===== config.mk =====
export PLATFORM = sky130hd
export DESIGN_NAME = jet_cell
export DESIGN_NICKNAME = d
export VERILOG_FILES = /design/src/jet_pkg.sv /design/src/jet_cell.sv
export SDC_FILE = /design/constraint.sdc
export NUM_CORES = 2
export LEC_CHECK = 0
export ABC_AREA = 1
export BUFFER_PORTS_ARGS = -buffer_cell sky130_fd_sc_hd__buf_4
export CAP_MARGIN = 20
export CORE_MARGIN = 3
export CORE_UTILIZATION = 25
export DETAILED_ROUTE_END_ITERATION = 8
export PLACE_DENSITY_LB_ADDON = 0.12
export SYNTH_ARGS = -nofsm -noshare
export SYNTH_HDL_FRONTEND = slang
export SYNTH_SLANG_ARGS = --single-unit

===== constraint.sdc =====
create_clock -name clk -period 5 [get_ports clk]
set_clock_uncertainty 0.2 [all_clocks]
set_input_delay 0.25 -clock clk [delete_from_list [all_inputs] [get_ports clk]]
set_output_delay 0.25 -clock clk [all_outputs]
set_load 0.02 [all_outputs]

===== src/jet_pkg.sv =====
// shared types and constants for the julia escape-time core
package jet_pkg;

  localparam int unsigned COORD_W   = 12;
  localparam int unsigned COUNT_W   = 16;
  localparam int unsigned Z_W       = 32;
  localparam int unsigned STEP_W    = 31;
  localparam int unsigned RAD_W     = 31;
  localparam int unsigned FRAC_W    = 28;

  localparam int unsigned CFG_IDX_W  = 3;
  localparam int unsigned CFG_DATA_W = 32;

  localparam int unsigned MAG_W     = Z_W;
  localparam int unsigned DIGIT_W   = 8;
  localparam int unsigned NUM_CELLS = MAG_W / DIGIT_W;
  localparam int unsigned PART_W    = MAG_W + DIGIT_W;
  localparam int unsigned PROD_W    = 2 * MAG_W;

  localparam int unsigned ODD_W      = COORD_W + 1;
  localparam int unsigned OFF_PROD_W = ODD_W + STEP_W;
  localparam int unsigned OFF_W      = OFF_PROD_W - 1;
  localparam int unsigned START_W    = OFF_W + 2;
  localparam int unsigned WIDE_W     = PROD_W + 1;

  localparam logic signed [Z_W-1:0]   RST_ORIGIN_REAL = -32'sd402653184;
  localparam logic signed [Z_W-1:0]   RST_ORIGIN_IMAG = 32'sd268435456;
  localparam logic [STEP_W-1:0]       RST_STEP        = 31'd786432;
  localparam logic signed [Z_W-1:0]   RST_C_REAL      = -32'sd214748365;
  localparam logic signed [Z_W-1:0]   RST_C_IMAG      = 32'sd41875931;
  localparam logic [COUNT_W-1:0]      RST_MAX_ITER    = 16'd256;
  localparam logic [RAD_W-1:0]        RST_RADIUS_SQ   = 31'd67108864;

  typedef enum logic [CFG_IDX_W-1:0] {
    REG_ORIGIN_REAL = 3'd0,
    REG_ORIGIN_IMAG = 3'd1,
    REG_STEP        = 3'd2,
    REG_C_REAL      = 3'd3,
    REG_C_IMAG      = 3'd4,
    REG_MAX_ITER    = 3'd5,
    REG_RADIUS_SQ   = 3'd6
  } cfg_reg_t;

  typedef enum logic [2:0] {
    ST_IDLE,
    ST_START,
    ST_ISSUE,
    ST_WAIT,
    ST_DONE
  } jet_state_t;

  typedef struct packed {
    logic              vld;
    logic [MAG_W-1:0]  zr_mag;
    logic [MAG_W-1:0]  zi_mag;
    logic [PROD_W-1:0] rr;
    logic [PROD_W-1:0] ii;
    logic [PROD_W-1:0] ri;
  } jet_lane_t;

endpackage


===== src/jet_cell.sv =====
// one multiplier cell: adds one digit's partial products and passes the lane on
module jet_cell #(
  parameter int unsigned DIGIT = 0
) (
  input  logic               clk,
  input  logic               rst_n,
  input  jet_pkg::jet_lane_t lane_i,
  output jet_pkg::jet_lane_t lane_o
);
  import jet_pkg::*;

  localparam int unsigned SHIFT = DIGIT * DIGIT_W;

  logic [DIGIT_W-1:0] dig_r;
  logic [DIGIT_W-1:0] dig_i;
  logic [PART_W-1:0]  p_rr;
  logic [PART_W-1:0]  p_ii;
  logic [PART_W-1:0]  p_ri;
  jet_lane_t          lane_nxt;
  jet_lane_t          lane_r;

  assign dig_r = lane_i.zr_mag[SHIFT +: DIGIT_W];
  assign dig_i = lane_i.zi_mag[SHIFT +: DIGIT_W];
  assign p_rr  = PART_W'(lane_i.zr_mag) * PART_W'(dig_r);
  assign p_ii  = PART_W'(lane_i.zi_mag) * PART_W'(dig_i);
  assign p_ri  = PART_W'(lane_i.zr_mag) * PART_W'(dig_i);

  always_comb begin
    lane_nxt    = lane_i;
    lane_nxt.rr = lane_i.rr + (PROD_W'(p_rr) << SHIFT);
    lane_nxt.ii = lane_i.ii + (PROD_W'(p_ii) << SHIFT);
    lane_nxt.ri = lane_i.ri + (PROD_W'(p_ri) << SHIFT);
  end

  always_ff @(posedge clk) begin
    lane_r.zr_mag <= lane_nxt.zr_mag;
    lane_r.zi_mag <= lane_nxt.zi_mag;
    lane_r.rr     <= lane_nxt.rr;
    lane_r.ii     <= lane_nxt.ii;
    lane_r.ri     <= lane_nxt.ri;
    if (!rst_n) begin
      lane_r.vld <= 1'b0;
    end else begin
      lane_r.vld <= lane_nxt.vld;
    end
  end

  assign lane_o = lane_r;

endmodule


==> impl_summary.log <==
INFO  metric outcome = finished clean
INFO  metric core-area = 0.161 mm^2
INFO  metric drt_first_pass_iters = 8
INFO  metric finalMaxSlewViolations = 0
INFO  metric cell_area_after_synthesis = 0.0406 mm^2
INFO  metric cellLeakagePower = 32.5 nW
INFO  metric first_iter_violations = 1637
INFO  metric synth_top_area_cell = sky130_fd_sc_hd__fa_1
INFO  metric hold_class = in -> reg
INFO  metric comb_power_share = 82.2%
INFO  metric ctsLongestPathBuffers = 3
INFO  metric min_to = lane_o[105]
INFO  metric synth-seq-cells = 257
INFO  metric syn_area_per_cell = 6.66 um^2
INFO  metric fp.dieArea = 0.167 mm^2
INFO  metric cts-buffers-inserted = 37
INFO  metric worst-slew-pin-transition = 0.542 ns
INFO  metric flop_pwr_share = 8.9%
INFO  metric ant_nets = 0
INFO  metric drive_above_1_share = 15.1%
INFO  metric filler_cell_count = 17700
INFO  metric critPathLaunchType = primary input
INFO  metric cts_sinks = 257
INFO  metric sw_frac_of_total = 53.7%
INFO  metric avgViaCountPerCell = 4.03
INFO  metric worst_slew_margin_rel = 63.7%
INFO  metric ys_async_sr_fraction = 0%
INFO  metric die_width = 409 um
INFO  metric post-route-period-util = 97.2%
INFO  metric fmax = 0.206 GHz
INFO  metric ir_drop = 383 uV
INFO  metric cellInternalPower = 16.2 mW
INFO  metric power_switching = 18.8 mW
INFO  metric pwr_density_cell = 665 mW/mm^2
INFO  metric antenna_found_initial = 18
INFO  metric cp.required = 5.30 ns
INFO  metric first_global_vias = 39400
INFO  metric floorplan.rows = 147
INFO  metric synth_largest_type_area_fraction = 31.1%
INFO  metric die_height = 409 um
INFO  metric wire_per_inst = 16.5 um
INFO  metric yosysUniqueCellTypes = 32
INFO  metric ios = 516
INFO  metric timing.final.setup_violations = 0
INFO  metric tritoncts_clock_tree = built
INFO  metric worst_hold_startpoint = lane_i[105]
INFO  metric nets = 8087
INFO  metric timing_worst_setup_path_type = in -> reg
INFO  metric worst-path-max-fanout = 8
INFO  metric syn2layout_area_growth = 29.5%
INFO  metric critical_path_arrival = 5.16 ns
INFO  metric leading_cell_types_by_total_area_after_synthesis = sky130_fd_sc_hd__fa_1, sky130_fd_sc_hd__nand2_1, sky130_fd_sc_hd__inv_1, sky130_fd_sc_hd__dfxtp_1, sky130_fd_sc_hd__ha_1
INFO  metric vias = 37000
INFO  metric synthesis.yosys.warnings = 0
INFO  metric finalWeightedCongestion = 0.903
INFO  metric worstHoldPathCells = 4
INFO  metric finalHoldWorstSlack = 0.0275 ns
INFO  metric io_buffer_count = 515
INFO  metric route.final.wire_length = 151 mm
INFO  metric wire_length_of_the_first_global_routing_pass = 233 mm
INFO  metric ctsHtreeMaxLevel = 2
INFO  metric detailedPlacementHpwl = 131 mm
INFO  metric largest_reg_flops = 257
INFO  metric synth-main-ff-cell = sky130_fd_sc_hd__dfxtp_1
INFO  metric finalHoldViolCount = 0
INFO  metric synth_sequential_area_ratio = 12.7%
INFO  metric cts.reportedPaths.clkPinSlew = 0.06 ns
INFO  metric post_synth_inst_count = 6092
INFO  metric grt_max_degree = 43
INFO  metric power_frac_clock = 8.9%
INFO  metric grt.total_usage = 18.2%
INFO  metric design_power_total = 35.0 mW
INFO  metric synth_most_common_cell = sky130_fd_sc_hd__nand2_1
INFO  metric ctsRootBufferMaster = sky130_fd_sc_hd__clkbuf_16
INFO  metric globalRouteOverflowTotal = 0
INFO  metric worst_setup_path_end_kind = flop
INFO  metric synth.cells.most_frequent = sky130_fd_sc_hd__nand2_1, sky130_fd_sc_hd__inv_1, sky130_fd_sc_hd__fa_1, sky130_fd_sc_hd__dfxtp_1, sky130_fd_sc_hd__nor2_1
INFO  metric cap_violations = 0
INFO  metric remaining_drc_errors = 0
INFO  metric syn_nets = 7190
INFO  metric effective_utilization_at_floorplan = 25.2%
INFO  metric synth-edff-count = 0
INFO  metric final.min_clock_period = 4.86 ns
## placed cells by master (no fill, tap or decap), types with 5 or more instances in the layout
cell type	Yosys	layout
sky130_fd_sc_hd__nand3_2	7	7
sky130_fd_sc_hd__o21ai_0	35	33
sky130_fd_sc_hd__clkbuf_16	0	38
sky130_fd_sc_hd__inv_1	1988	1987
sky130_fd_sc_hd__dlygate4sd3_1	0	148
sky130_fd_sc_hd__nand2_2	28	30
sky130_fd_sc_hd__ha_2	0	5
sky130_fd_sc_hd__bufinv_16	0	9
sky130_fd_sc_hd__nor2_4	5	10
sky130_fd_sc_hd__buf_4	0	835
sky130_fd_sc_hd__ha_1	209	203
sky130_fd_sc_hd__dfxtp_1	257	257
sky130_fd_sc_hd__nand2_1	1996	1994
sky130_fd_sc_hd__nand3_1	196	196
sky130_fd_sc_hd__fa_1	630	630
sky130_fd_sc_hd__buf_6	0	7
sky130_fd_sc_hd__buf_12	0	27
sky130_fd_sc_hd__a21oi_1	79	78
sky130_fd_sc_hd__inv_2	16	17
sky130_fd_sc_hd__xor2_1	85	85
sky130_fd_sc_hd__o21bai_1	7	7
sky130_fd_sc_hd__xnor2_1	16	16
sky130_fd_sc_hd__nor2_2	42	47
sky130_fd_sc_hd__nor3_1	47	47
sky130_fd_sc_hd__clkinvlp_4	0	6
sky130_fd_sc_hd__nand4_1	38	38
sky130_fd_sc_hd__o21ai_1	5	7
sky130_fd_sc_hd__nor2_1	226	216
sky130_fd_sc_hd__diode_2	0	5
## timing repair
item | CTS | global route
hold buffers | 149 | 0
setup buffers | 0 | 2
endpoints found under the setup margin | 0 | 27
hold endpoints to repair | 142 | 0
resized for setup | 0 | 36
## cell families after synthesis
logic type      share of synthesized area, %
buf+inv                                 20.0
fa+ha+maj                               37.5
simple gates                            25.8
compound gates                          1.72
flops                                   12.7
xor+xnor                                2.18
## power by group through the flow
stage	Clock [mW]	Combinational (mW)	Sequential, mW
after floorplan	0	15.2	3.80
after global placement	0	29.1	3.18
after detailed placement	0	29.0	3.17
after CTS	3.26	29.2	3.13
after global routing	3.32	32.4	3.17
final	3.11	28.7	3.11
## worst max-delay path: stages
cell and delay, ns:
sky130_fd_sc_hd__dlygate4sd3_1 0.54, sky130_fd_sc_hd__buf_6 0.16, sky130_fd_sc_hd__buf_4 0.16, sky130_fd_sc_hd__nand2_1 0.08
sky130_fd_sc_hd__fa_1 0.54, sky130_fd_sc_hd__inv_1 0.04, sky130_fd_sc_hd__ha_1 0.26, sky130_fd_sc_hd__inv_1 0.04
sky130_fd_sc_hd__fa_1 0.47, sky130_fd_sc_hd__fa_1 0.49, sky130_fd_sc_hd__inv_1 0.04, sky130_fd_sc_hd__ha_1 0.35
sky130_fd_sc_hd__a21oi_1 0.23, sky130_fd_sc_hd__nand2_1 0.22, sky130_fd_sc_hd__buf_4 0.20, sky130_fd_sc_hd__a21oi_1 0.17
sky130_fd_sc_hd__nand2_1 0.09, sky130_fd_sc_hd__nand2_1 0.08, sky130_fd_sc_hd__nand3_1 0.08, sky130_fd_sc_hd__nand2_1 0.05
sky130_fd_sc_hd__dlygate4sd3_1 0.54, sky130_fd_sc_hd__nand2_1 0.05
## through the flow
step | std cells | instance area, um^2 | setup TNS (ns) | utilization (%) | setup slack, ns
2_1_floorplan | 6092 | 40600 | 0 | - | 0.521
3_3_place_gp | 8959 | 49500 | -2.20 | 30.8 | -0.272
3_5_place_dp | 8959 | 49500 | -2.62 | 30.8 | -0.214
4_1_cts | 9175 | 52400 | 0 | 32.6 | 0.0269
5_1_grt | 9177 | 52500 | -0.0297 | 32.6 | -0.0290
6_report | 9182 | 52500 | 0 | 32.6 | 0.140
## final cells by class
| cell class | count | area [um^2] | area share, % |
|---|---|---|---|
| flip-flops and latches | 257 | 5140 | 9.79 |
| diodes | 5 | 12.5 | 0.0238 |
| clock inverters | 24 | 387 | 0.736 |
| clock buffers | 43 | 1010 | 1.92 |
| inverters | 2004 | 7520 | 14.3 |
| repair buffers | 1018 | 8380 | 16.0 |
| multi-input cells | 3671 | 27400 | 52.1 |
| well taps | 2160 | 2700 | 5.14 |
## metal layers
| layer | GRT usage [%] | part of all wire, % | vias to the layer above |
|---|---|---|---|
| li1 | - | - | 18700 |
| met1 | 23.4 | 45 | 17500 |
| met2 | 32.2 | 49 | 624 |
| met3 | 2.82 | 4.3 | 130 |
| met4 | 3.93 | 2.0 | 12 |
| met5 | 0 | 0.052 | - |
## worst max path at each step
stage,start,endpoint,slack (ns),cells past startpoint
detailed placement,lane_i[225],lane_o[162],-0.21,17
global placement,lane_i[192],lane_o[20],-0.27,20
CTS,lane_i[255],lane_o[190],0.03,21
global route,lane_i[193],lane_o[63],-0.03,23
finish,lane_i[255],lane_o[57],0.14,22
floorplan,lane_i[192],lane_o[62],0.52,21
(Power assumes the default switching activity.)
